### src/hw/rtl/ppfc_pkg.sv
package ppfc_pkg;

	localparam logic [7:0]  FLAG_BYTE    = 8'h7E;
	localparam logic [7:0]  ESCAPE_BYTE  = 8'h7D;
	localparam logic [7:0]  ESCAPE_XOR   = 8'h20;
	localparam logic [15:0] FCS_POLY     = 16'h8408;
	localparam logic [15:0] FCS_GOOD_VAL = 16'hF0B8;
	localparam logic [15:0] FCS_PRESET   = 16'hFFFF;
	localparam logic [15:0] COUNT_MAX    = 16'hFFFF;

	localparam int QUEUE_DEPTH = 4;

	typedef enum logic [1:0] {
		KIND_FLAG,
		KIND_ESC,
		KIND_DATA
	} kind_t;

	// one classified request between the front and the back
	typedef struct packed {
		kind_t      kind;
		logic [7:0] data;
	} item_t;

	function automatic logic [15:0] fcs_update(input logic [15:0] fcs, input logic [7:0] data);
		logic [15:0] v;
		v = {8'h00, fcs[7:0] ^ data};
		for (int i = 0; i < 8; i++) begin
			if (v[0]) begin
				v = (v >> 1) ^ FCS_POLY;
			end else begin
				v = v >> 1;
			end
		end
		return {8'h00, fcs[15:8]} ^ v;
	endfunction

endpackage

### src/hw/rtl/ppfc_back.sv
module ppfc_back (
	input  logic            clk,
	input  logic            arst_n,
	input  logic            q_empty,
	input  ppfc_pkg::item_t head,
	output logic            q_pop,
	output logic            res_valid,
	output logic [15:0]     res_length,
	output logic            res_good,
	input  logic            res_pop
);
	import ppfc_pkg::*;

	logic [15:0] count_q;
	logic [15:0] fcs_q;
	logic        valid_q;
	logic [15:0] length_q;
	logic        good_q;
	logic        emit;

	// a closing flag waits only while the result register stays occupied
	assign q_pop = !q_empty && (head.kind != KIND_FLAG || count_q == '0 || !valid_q || res_pop);
	assign emit  = q_pop && head.kind == KIND_FLAG && count_q != '0;

	assign res_valid  = valid_q;
	assign res_length = length_q;
	assign res_good   = good_q;

	always_ff @(posedge clk or negedge arst_n) begin
		if (!arst_n) begin
			count_q <= '0;
			fcs_q   <= FCS_PRESET;
			valid_q <= 1'b0;
		end else begin
			if (q_pop) begin
				case (head.kind)
					KIND_FLAG: begin
						count_q <= '0;
						fcs_q   <= FCS_PRESET;
					end
					KIND_ESC: begin
						if (count_q != COUNT_MAX) begin
							count_q <= count_q + 1'b1;
						end
					end
					KIND_DATA: begin
						if (count_q != COUNT_MAX) begin
							count_q <= count_q + 1'b1;
						end
						fcs_q <= fcs_update(fcs_q, head.data);
					end
					default: begin
						count_q <= count_q;
					end
				endcase
			end
			if (emit) begin
				valid_q <= 1'b1;
			end else if (res_pop) begin
				valid_q <= 1'b0;
			end
		end
	end

	always_ff @(posedge clk) begin
		if (emit) begin
			length_q <= count_q;
			good_q   <= (fcs_q == FCS_GOOD_VAL);
		end
	end

endmodule

### config.mk
export PLATFORM = sky130hd
export DESIGN_NAME = ppfc_back
export DESIGN_NICKNAME = d
export VERILOG_FILES = /design/src/hw/rtl/ppfc_pkg.sv /design/src/hw/rtl/ppfc_back.sv
export SDC_FILE = /design/constraint.sdc
export NUM_CORES = 1
export LEC_CHECK = 0
export BUFFER_PORTS_ARGS = -buffer_cell sky130_fd_sc_hd__buf_2
export CAP_MARGIN = 20
export CORE_UTILIZATION = 40
export CTS_BUF_LIST = sky130_fd_sc_hd__clkbuf_16
export CTS_CLUSTER_DIAMETER = 200
export DETAILED_ROUTE_END_ITERATION = 7
export GPL_TIMING_DRIVEN = 1
export PLACE_DENSITY = 0.68
export REMOVE_ABC_BUFFERS = 1
export SKIP_LAST_GASP = 1
export SYNTH_ARGS = -nofsm -noshare
export SYNTH_HDL_FRONTEND = slang
export SYNTH_SLANG_ARGS = --single-unit
### constraint.sdc
create_clock -name clk -period 2.1 [get_ports clk]
set_clock_uncertainty 0.15 [all_clocks]
set_input_delay 0.42 -clock clk [delete_from_list [all_inputs] [get_ports clk]]
set_output_delay 0.42 -clock clk [all_outputs]
set_load 0.05 [all_outputs]
==> flow_summary_export.csv, run 1 <==
group,metric,value,unit
outcome,status,"complete, but fails checks",
outcome,violations,"negative setup slack",
timing,setup_tns,-0.452,ns
synthesis,synth_top_area_cell,"edfxtp_1",
synthesis,synth_top_cell_area_share,0.203,
pwr,power_density,1110,nW/µm²
synthesis,synthDistinctLibCells,45,
floorplanning,die_x,81.2,µm
worst_setup_path,critPathTopFamily,"simple AND/OR/NAND/NOR gates",
pwr,combPwrFrac,0.387,
drt,wire_per_inst,16.7,µm
cells_and_area,final_core_util,0.577,
clocking,cts_root_buf,"clkbuf_16",
worst_setup_path,timing.rr.start,"count_q[14]",
timing,fin_ws,-0.138,ns
cells_and_area,drive_above_1_share,0.452,
timing,finalCritPeriodShare,1.07,
worst_setup_path,setup.worst_path.end_class,"primary output",
clocking,clk_path_buf_depth,2,
clocking,clkTransAtPathRegs,0.06,ns
synthesis,ys_top_cells_by_area,"edfxtp_1 20%, dfrtp_1 17%, dfstp_2 17%, xnor2_1 5.9%, a2bb2oi_1 4.5%",
global_routing,grt_pass1_vias,1942,
min_path,min_path_type,"input port to async pin",
worst_setup_path,required,1.53,ns
timing,finalSetupViolations,13,
timing,grt_setup_unrepaired,"yes",
worst_setup_path,critPathMaxFanout,2,
flow_run,maxCapViolCount,0,
worst_setup_path,crit_arrival,1.67,ns
worst_setup_path,critical_path_buf_inv_count,2,
worst_setup_path,r2r_slack,-0.12,ns
worst_setup_path,crit_path_top_delay_cell,"dfrtp_1",
worst_setup_path,path_class,"register to primary output",
pwr,clkPwrFrac,0.207,
pwr,pwr-share-seq,0.406,
drt,drt_iter0_drc,140,
worst_setup_path,slowest_delay,0.42,ns
global_routing,grt_pass1_wl,9750,µm
worst_setup_path,r2r_end,"count_q[11]",
cells_and_area,area_growth,37.6,%
synthesis,netlist_instances,215,
drt,viasPerCell,5.64,
synthesis,seq_area_frac_synth,0.540,
drt,wl,6110,µm
floorplanning,pin_count,33,
clocking,cts.sinks,50,
floorplanning,coreArea,5990,µm²
synthesis,synth_area,2510,µm²
worst_setup_path,worstSetupStartpointType,"register",
floorplanning,rows,28,
floorplanning,initial_core_util,0.419,
floorplanning,die_area,6600,µm²
drt,met2_length,2840,µm
placed_design,portBuffers,32,
pwr,vdd_drop_max,0.705,mV
drt,highest_layer,"met4",
drt,vias,2057,
timing,maxSlewViolCount,0,
pwr,p_leak,1.40,nW
synthesis,avgSynthCellArea,11.7,µm²
timing,hold_violations,0,
cells_and_area,nNetsFinal,307,
worst_setup_path,path_cells,"nor4_4 > nand4_1 > a31o_2 > inv_2 > buf_8",
timing,worst_slew_pin_slew,0.781,ns
global_routing,grt_antenna_before_repair,0,
drt,drtPass1Iterations,5,
clocking,cts_tree,"done",
timing,timing.hold.ws,0.0636,ns
timing,slew_headroom,0.479,
drt,ant_nets,0,
global_routing,grt_max_degree,34,
clocking,ctsHtreeMaxLevel,2,
pwr,p_switching,1.31,mW
synthesis,synth_edf_count,17,
floorplanning,die_h,81.2,µm
clocking,cts_made_buffers,5,
timing,layout_min_cycle_time,2.24,ns
worst_setup_path,reg2regPathDepth,7,
drt,met1_length,2890,µm
synthesis,ys_ff_latch,50,
placed_design,gp_congestion,0.900,
global_routing,grt_usage,0.200,
drt,wl_met3,267,µm
clocking,clk_latency,0.29,ns
pwr,netSwitchingFraction,0.340,
synthesis,synth_warnings,0,
timing,fmax,447,MHz
synthesis,synth_ff_type,"edfxtp_1",
cells_and_area,antennaDiodeCount,0,
global_routing,globalRoute.totalOverflow,0,
placed_design,dp_hpwl,4140,µm
placed_design,pre_cts_ws,-0.140,ns
pwr,intPower,2.53,mW
drt,drc,0,
synthesis,async_flop_share,0.660,
cell type report:
class	count	area, µm²
repair buffers	75	587
inverters	7	26.3
clock buffers	5	125
multi-input cells	150	1250
clock inverters	3	21.3
flip-flops and latches	50	1360
fillers	496	2530
well taps	75	93.8
registers in the layout, summed over array words and instances (netlist names):
register	count
res_good	1
count_q	16
fcs_q	16
res_length	16
res_valid	1
power groups by stage:
stage	Combinational, mW	Sequential, mW	Clock, mW
global route	1.62	1.59	0.848
global placement	1.25	1.53	0
floorplan	0.801	1.59	0
finish	1.49	1.56	0.793
detailed placement	1.26	1.53	0
CTS	1.46	1.55	0.808
worst max-delay path by stage:
stage               slack (ns)    endpoint  depth (start not counted)         from
CTS                      -0.15       q_pop                          5  count_q[14]
global placement         -0.12  count_q[0]                         10      head[8]
global route             -0.23       q_pop                          5   count_q[4]
detailed placement       -0.14  count_q[7]                         10      head[8]
finish                   -0.14       q_pop                          5  count_q[14]
floorplan                -0.48   fcs_q[14]                          8   count_q[0]
stage by stage:
stage,instance area [µm²],cells,power (mW)
after floorplan,2470,207,2.39
after global placement,3080,355,2.77
after detailed placement,3080,355,2.79
after CTS,3400,365,3.83
after global routing,3460,365,4.05
final,3460,365,3.84
layer usage:
metal	track usage	up-vias
met5	0	-
met4	0.0643	0
met3	0.0461	11
met2	0.309	59
met1	0.277	1009
li1	-	978
synth_stat cells, types with 2 or more instances:
cell type,instances
xor2_1,7
nor3_1,2
clkbuf_1,4
a2bb2oi_1,13
nor2_1,7
nand4_1,7
dfrtp_1,17
nor2_2,2
or2_2,2
buf_2,3
ha_1,4
o211ai_1,3
and3_1,8
edfxtp_1,17
nand2_1,9
nand3_1,6
o21ai_0,8
inv_1,7
a31oi_1,8
a21oi_1,2
dfstp_2,16
xnor2_1,17
a41oi_1,8
nand2b_1,7
o22a_1,3
and2_1,2
nor3b_1,2
nand4b_1,2
and4_1,2
nor4_2,3
or4_1,2
or3_1,2
cells in the final DEF, fill, tap and decap left out, types with 7 or more instances in the layout:
cell type	synthesis	layout
a31oi_1	8	8
nand2b_1	7	7
xor2_1	7	7
dfrtp_1	17	17
edfxtp_1	17	17
buf_2	3	31
nand2_1	9	8
xnor2_1	17	17
buf_4	0	31
and3_1	8	8
a2bb2oi_2	0	13
dfstp_2	16	16
a41oi_1	8	8
nand4_1	7	7
nor2_1	7	7
buf_6	1	7
logic make-up (layout without fill, tap and decap cells):
logic type,count (synthesis),count (layout),synth area share
compound gates,52,52,0.158
flops,50,50,0.540
fa+ha+maj,4,4,0.0199
xor+xnor,24,24,0.0837
simple gates,70,70,0.171
buf+inv,15,90,0.0269
worst register-to-register path: stages, from the launching register on:
cell and delay, ns:
dfrtp_1 0.42, nor4_4 0.35, nand4_1 0.16, a31o_2 0.24, buf_4 0.16, buf_6 0.13
or4_4 0.49, nand2_1 0.08
what timing repair did:
| item | in CTS | in global routing |
|---|---|---|
| resized for setup | 26 | 21 |
| endpoints found under the setup margin | 21 | 33 |
| gates cloned | 1 | 0 |
| hold buffers | 0 | 0 |
| buffers inserted | 1 | 0 |
| pin swaps | 8 | 3 |
Note: power is estimated with default switching activity, not from simulation.
==> run 2, diff against run 1 <==
--- a/config.mk
+++ b/config.mk
@@ -5,15 +5,17 @@
 export SDC_FILE = /design/constraint.sdc
 export NUM_CORES = 1
 export LEC_CHECK = 0
+export ABC_AREA = 1
 export BUFFER_PORTS_ARGS = -buffer_cell sky130_fd_sc_hd__buf_2
 export CAP_MARGIN = 20
-export CORE_UTILIZATION = 40
+export CELL_PAD_IN_SITES_DETAIL_PLACEMENT = 1
+export CELL_PAD_IN_SITES_GLOBAL_PLACEMENT = 1
+export CORE_UTILIZATION = 39
 export CTS_BUF_LIST = sky130_fd_sc_hd__clkbuf_16
 export CTS_CLUSTER_DIAMETER = 200
 export DETAILED_ROUTE_END_ITERATION = 7
 export GPL_TIMING_DRIVEN = 1
-export PLACE_DENSITY = 0.68
-export REMOVE_ABC_BUFFERS = 1
+export PLACE_DENSITY = 0.83
 export SKIP_LAST_GASP = 1
 export SYNTH_ARGS = -nofsm -noshare
 export SYNTH_HDL_FRONTEND = slang
==> run 2 against run 1 <==
Net effect:
- the flow still finishes with violations (negative setup slack)
- maximum frequency increased by 6.5%
- total power decreased by 24%
- sequential power decreased by 19%
- non-clock buffer count decreased by 11
- wire length increased by 36%
- via count increased by 37%
- critical path depth increased by 3
- sequential cell count unchanged
- cell area increased by 7.9%
- count of clock-buffer cells in the layout unchanged
- worst hold slack improved by 0.28 ns
- sequential share of layout area decreased by 2.8 points
- critical endpoint unchanged
==> flow_summary_export.csv, run 2 <==
group,metric,value,unit
timing,setup_tns,-0.000868,ns
synthesis,ys_top_cells_by_area,"nand2_1 19%, edfxtp_1 17%, dfrtp_1 14%, dfstp_2 14%, nor2_1 7.4%",
synthesis,syn_nets,429,
cells_and_area,final_cell_mix,"153 x nand2_1, 57 x nor2_1, 49 x inv_1",
cells_and_area,drive_above_1_share,0.225,
timing,fmax,476,MHz
timing,hold_violations,0,
drt,drtPass1Iterations,4,
floorplanning,die_x,90.2,µm
min_path,min_path_type,"register to register",
synthesis,synth_top_area_cell,"nand2_1",
placed_design,postPlaceCellArea,3470,µm²
cells_and_area,area_growth,23.1,%
timing,finalSetupViolations,1,
worst_setup_path,required,1.53,ns
synthesis,synthDistinctLibCells,28,
floorplanning,pin_count,33,
clocking,ctsHtreeMaxLevel,2,
synthesis,yosysMostFrequentCell,"nand2_1",
worst_setup_path,setup.worst_path.end_class,"primary output",
global_routing,grt_pass1_vias,3061,
floorplanning,initial_core_util,0.411,
clocking,cts.sinks,50,
clocking,cts_tree,"done",
worst_setup_path,path_class,"register to primary output",
cells_and_area,nNetsFinal,492,
timing,maxSlewViolCount,0,
drt,vias,2825,
cells_and_area,fillers,927,
placed_design,gp_congestion,0.806,
timing,finalCritPeriodShare,1.00,
clocking,clk_latency,0.28,ns
worst_setup_path,critPathMaxFanout,2,
clocking,clk_path_buf_depth,2,
synthesis,synth_ff_type,"edfxtp_1",
placed_design,portBuffers,32,
synthesis,synth_edf_count,17,
cells_and_area,antennaDiodeCount,0,
drt,drc,0,
timing,fin_ws,-0.000868,ns
pwr,intPower,1.92,mW
floorplanning,coreArea,7370,µm²
global_routing,grt_pass1_wl,14100,µm
drt,wl,8320,µm
global_routing,grt_usage,0.216,
clocking,cts_root_buf,"clkbuf_16",
synthesis,avgSynthCellArea,7.37,µm²
placed_design,dp_hpwl,6150,µm
drt,wire_per_inst,14.5,µm
floorplanning,die_area,8130,µm²
pwr,vdd_drop_max,0.309,mV
synthesis,async_flop_share,0.660,
synthesis,synth_commonest_cells,"155 x nand2_1, 60 x nor2_1, 52 x inv_1",
placed_design,place_inst,558,
global_routing,grt_antenna_before_repair,0,
synthesis,synth_area,3030,µm²
timing,grt_setup_unrepaired,"yes",
clocking,cts_made_buffers,5,
cells_and_area,instances_no_fill,574,
pwr,netSwitchingFraction,0.342,
pwr,p_switching,0.993,mW
flow_run,maxCapViolCount,0,
timing,slew_headroom,0.633,
synthesis,netlist_instances,411,
pwr,combPwrFrac,0.302,
timing,timing.hold.ws,0.348,ns
global_routing,grt_max_degree,33,
synthesis,synth_warnings,0,
synthesis,synth_top_cell_area_share,0.192,
synthesis,ys_ff_latch,50,
synthesis,seq_area_frac_synth,0.448,
global_routing,globalRoute.totalOverflow,0,
floorplanning,die_h,90.2,µm
pwr,clkPwrFrac,0.265,
pwr,power_density,780,nW/µm²
drt,drt_iter0_drc,70,
worst_setup_path,worstSetupStartpointType,"register",
floorplanning,rows,31,
pwr,pwr-share-seq,0.433,
timing,layout_min_cycle_time,2.10,ns
outcome,status,"complete, but fails checks",
cells_and_area,final_area,3730,µm²
clocking,clkTransAtPathRegs,0.07,ns
worst_setup_path,crit_arrival,1.53,ns
drt,viasPerCell,4.92,
timing,worst_slew_pin_slew,0.550,ns
pwr,p_leak,1.89,nW
cells_and_area,final_common_cell,"nand2_1",
outcome,violations,"negative setup slack",
drt,ant_nets,0,
run 2: cell count changes in the layout (fill, tap and decap cells not counted), moves of 13 or more:
cell,change
nand2_1,+145
nor2_1,+50
inv_1,+44
o21bai_1,+16
xnor2_1,-15
a2bb2oi_2,-13
run 2: power groups by stage:
stage	clock network (mW)	logic, mW	registers, mW
final	0.772	0.877	1.26
after global placement	0	0.749	1.27
after floorplan	0	0.451	1.35
after global routing	0.819	0.978	1.28
after detailed placement	0	0.788	1.28
after CTS	0.783	0.855	1.26
run 2: what timing repair did:
item / CTS / global route
pin swaps: 3 / 3
cloned: 0 / 0
hold buffers: 1 / 0
gates resized for setup: 10 / 3
endpoints found under the hold margin: 8 / 0
setup buffers: 4 / 3
setup endpoints to repair: 18 / 34
run 2: worst max-delay path, stage by stage (launching register included):
cell        delay (ns)
dfrtp_1           0.39
nor2_2            0.13
nand2_1           0.08
nor2_2            0.15
nand2_2           0.09
nand3_4           0.08
nand2_4           0.07
clkinvlp_4        0.10
buf_8             0.15
run 2: area by class of cell:
type | instances | area (µm²) | share of cell area
multi-input cells | 301 | 1470 | 0.393
repair buffers | 64 | 442 | 0.118
inverters | 52 | 203 | 0.0543
clock buffers | 5 | 125 | 0.0335
flip-flops and latches | 50 | 1360 | 0.364
clock inverters | 3 | 12.5 | 0.00335
well taps | 99 | 124 | 0.0332
run 2: path summary, 6_finish.rpt:
kind	from	to	slack, ns	depth (start not counted)
min in group asynchronous	arst_n	count_q[8]	0.50	2
worst min-delay path	fcs_q[10]	fcs_q[10]	0.35	2
max in group asynchronous	arst_n	fcs_q[12]	0.72	3
worst max register to register	count_q[0]	count_q[5]	0.09	10
worst min register to register	fcs_q[10]	fcs_q[10]	0.35	2
worst max-delay path	count_q[14]	q_pop	-0.0009	8
run 2: stage by stage:
stage / power (mW) / utilization / worst slack, ns
floorplan: 1.80 / - / -0.109
global placement: 2.02 / 0.471 / 0.146
detailed placement: 2.06 / 0.471 / 0.0313
CTS: 2.90 / 0.498 / 0.00436
global route: 3.07 / 0.506 / -0.0767
finish: 2.91 / 0.506 / -0.000868
run 2: cells by family after synthesis:
kind of cell / count (synthesis) / share of synthesized area
fa+ha+maj: 4 / 0.0165
flops: 50 / 0.448
buf+inv: 60 / 0.0826
xor+xnor: 13 / 0.0376
simple gates: 247 / 0.336
compound gates: 37 / 0.0801
run 2: per-layer routing:
metal  track usage  up-vias  part of all wire
met4        0.0739        0             0.037
met2         0.417       36              0.53
li1              -     1403                 -
met3        0.0347       23             0.019
met1         0.237     1363              0.41
met5             0        -                 0
==> run 3, diff against run 2 <==
--- a/config.mk
+++ b/config.mk
@@ -10,6 +10,7 @@
 export CAP_MARGIN = 20
 export CELL_PAD_IN_SITES_DETAIL_PLACEMENT = 1
 export CELL_PAD_IN_SITES_GLOBAL_PLACEMENT = 1
+export CORE_ASPECT_RATIO = 0.8
 export CORE_UTILIZATION = 39
 export CTS_BUF_LIST = sky130_fd_sc_hd__clkbuf_16
 export CTS_CLUSTER_DIAMETER = 200
==> run 3 against run 2 <==
Net effect:
- the run ends with negative hold slack, negative setup slack left
- worst hold slack lost 0.36 ns
- clock power grew 5.1%
- sequential cell count is the same
- via count grew 0.57%
- global-route usage grew 1.4 points
==> flow_summary_export.csv, run 3 (same netlist as run 2, synthesis figures left out) <==
group,metric,value,unit
outcome,status,"complete, but fails checks",
outcome,violations,"negative hold slack, negative setup slack",
floorplanning,coreArea,7460,µm²
placed_design,gp_congestion,0.854,
timing,worst_slew_pin_slew,0.613,ns
timing,grt_setup_unrepaired,"yes",
floorplanning,die_x,101,µm
min_path,min_path_type,"input port to async pin",
timing,maxSlewViolCount,0,
worst_setup_path,worstSetupStartpointType,"register",
floorplanning,rows,28,
pwr,p_total,2.99,mW
timing,hold_violations,15,
floorplanning,die_area,8130,µm²
pwr,combPwrFrac,0.306,
pwr,intPower,1.93,mW
clocking,cts_made_buffers,5,
worst_setup_path,path_cells,"inv_2 > ha_4 > nand2_1 > nor2_2 > nand2_2 > nand3_4 > nand2_4 > clkinvlp_4 > buf_8",
worst_setup_path,path_class,"register to primary output",
cells_and_area,final_core_util,0.503,
timing,finalCritPeriodShare,1.01,
clocking,clk_latency,0.29,ns
cells_and_area,final_common_cell,"nand2_1",
cells_and_area,area_growth,23.9,%
global_routing,grt_usage,0.230,
clocking,cts_tree,"done",
cells_and_area,drive_above_1_share,0.232,
pwr,p_switching,1.07,mW
placed_design,place_inst,566,
drt,ant_nets,0,
pwr,p_leak,1.90,nW
clocking,clkTransAtPathRegs,0.07,ns
timing,fmax,473,MHz
worst_setup_path,crit_arrival,1.54,ns
placed_design,pre_cts_ws,-0.0178,ns
placed_design,dp_hpwl,6450,µm
global_routing,grt_max_degree,33,
drt,vias,2841,
cells_and_area,nNetsFinal,495,
clocking,cts.sinks,50,
cells_and_area,fillers,952,
placed_design,portBuffers,32,
clocking,clk_path_buf_depth,2,
floorplanning,initial_core_util,0.406,
drt,wl,8840,µm
timing,layout_min_cycle_time,2.11,ns
cells_and_area,final_cell_mix,"154 x nand2_1, 58 x nor2_1, 49 x inv_1",
floorplanning,pin_count,33,
clocking,cts_root_buf,"clkbuf_16",
global_routing,grt_antenna_before_repair,0,
worst_setup_path,crit_path_top_delay_cell,"dfrtp_1",
pwr,netSwitchingFraction,0.356,
global_routing,grt_pass1_vias,2837,
drt,drtPass1Iterations,4,
pwr,clkPwrFrac,0.271,
worst_setup_path,slowest_delay,0.40,ns
pwr,power_density,797,nW/µm²
drt,drc,0,
floorplanning,die_h,80.8,µm
timing,slew_headroom,0.592,
worst_setup_path,required,1.53,ns
cells_and_area,antennaDiodeCount,0,
drt,drt_iter0_drc,135,
timing,fin_ws,-0.0128,ns
flow_run,maxCapViolCount,0,
timing,timing.hold.ws,-0.0168,ns
worst_setup_path,critPathMaxFanout,2,
global_routing,globalRoute.totalOverflow,0,
pwr,vdd_drop_max,0.415,mV
drt,wire_per_inst,15.2,µm
global_routing,grt_pass1_wl,14100,µm
clocking,ctsHtreeMaxLevel,2,
timing,finalSetupViolations,1,
pwr,pwr-share-seq,0.423,
cells_and_area,instances_no_fill,583,
drt,viasPerCell,4.87,
worst_setup_path,setup.worst_path.end_class,"primary output",
==> run 3: final timing paths <==
check                                start           to  slack (ns)  cells past startpoint
worst max register to register  count_q[0]  count_q[12]        0.09                     13
worst min register to register   fcs_q[10]    fcs_q[10]        0.35                      2
min in group clk                 fcs_q[10]    fcs_q[10]        0.35                      2
worst max-delay path            count_q[0]        q_pop       -0.01                      9
worst min-delay path                arst_n   count_q[3]       -0.02                      1
max in group asynchronous           arst_n     fcs_q[5]        1.15                      2
==> run 3: power by group through the flow <==
stage	clock (mW)	sequential, mW	combinational (mW)
2_1_floorplan	0	1.35	0.451
3_3_place_gp	0	1.27	0.753
3_5_place_dp	0	1.28	0.798
4_1_cts	0.823	1.26	0.857
5_1_grt	0.857	1.28	1.02
6_report	0.811	1.27	0.915
==> run 3: through the flow <==
step / cell area [µm²] / setup TNS (ns) / hold WS [ns]
after global placement: 3480 / 0 / 0.319
after global routing: 3760 / -0.106 / 0.0256
final: 3760 / -0.0128 / -0.0168
after floorplan: 3050 / -1.84 / -0.0256
after detailed placement: 3480 / -0.285 / 0.321
after CTS: 3690 / 0 / 0.00771
==> run 3: worst max-delay path: cells and delay by family, from the launching register on <==
kind / cells / cell delay, ns
buffers and inverters: 3 / 0.31
and+or+nand+nor: 5 / 0.40
adders and majority gates: 1 / 0.12
DFF: 1 / 0.40
==> run 3: area by class of cell <==
type / instances / area, µm² / area share
clock inverters: 3 / 16.3 / 0.00433
repair buffers: 67 / 449 / 0.120
inverters: 52 / 203 / 0.0540
multi-input cells: 301 / 1470 / 0.392
flip-flops and latches: 50 / 1360 / 0.361
clock buffers: 5 / 125 / 0.0333
well taps: 105 / 131 / 0.0350
==> run 3: metal layers <==
layer,wire length (µm),global-route usage,vias to the layer above
li1,-,-,1413
met1,4140,0.326,1357
met2,4210,0.374,66
met3,468,0.0318,5
met4,26,0.0536,0
met5,0,0,-
==> run 3: repair_timing <==
action,4_1_cts,5_1_grt
setup buffers,5,4
pin swaps,3,2
setup endpoints to repair,18,34
gates resized for setup,8,5
hold endpoints to repair,0,0
hold buffers,0,0
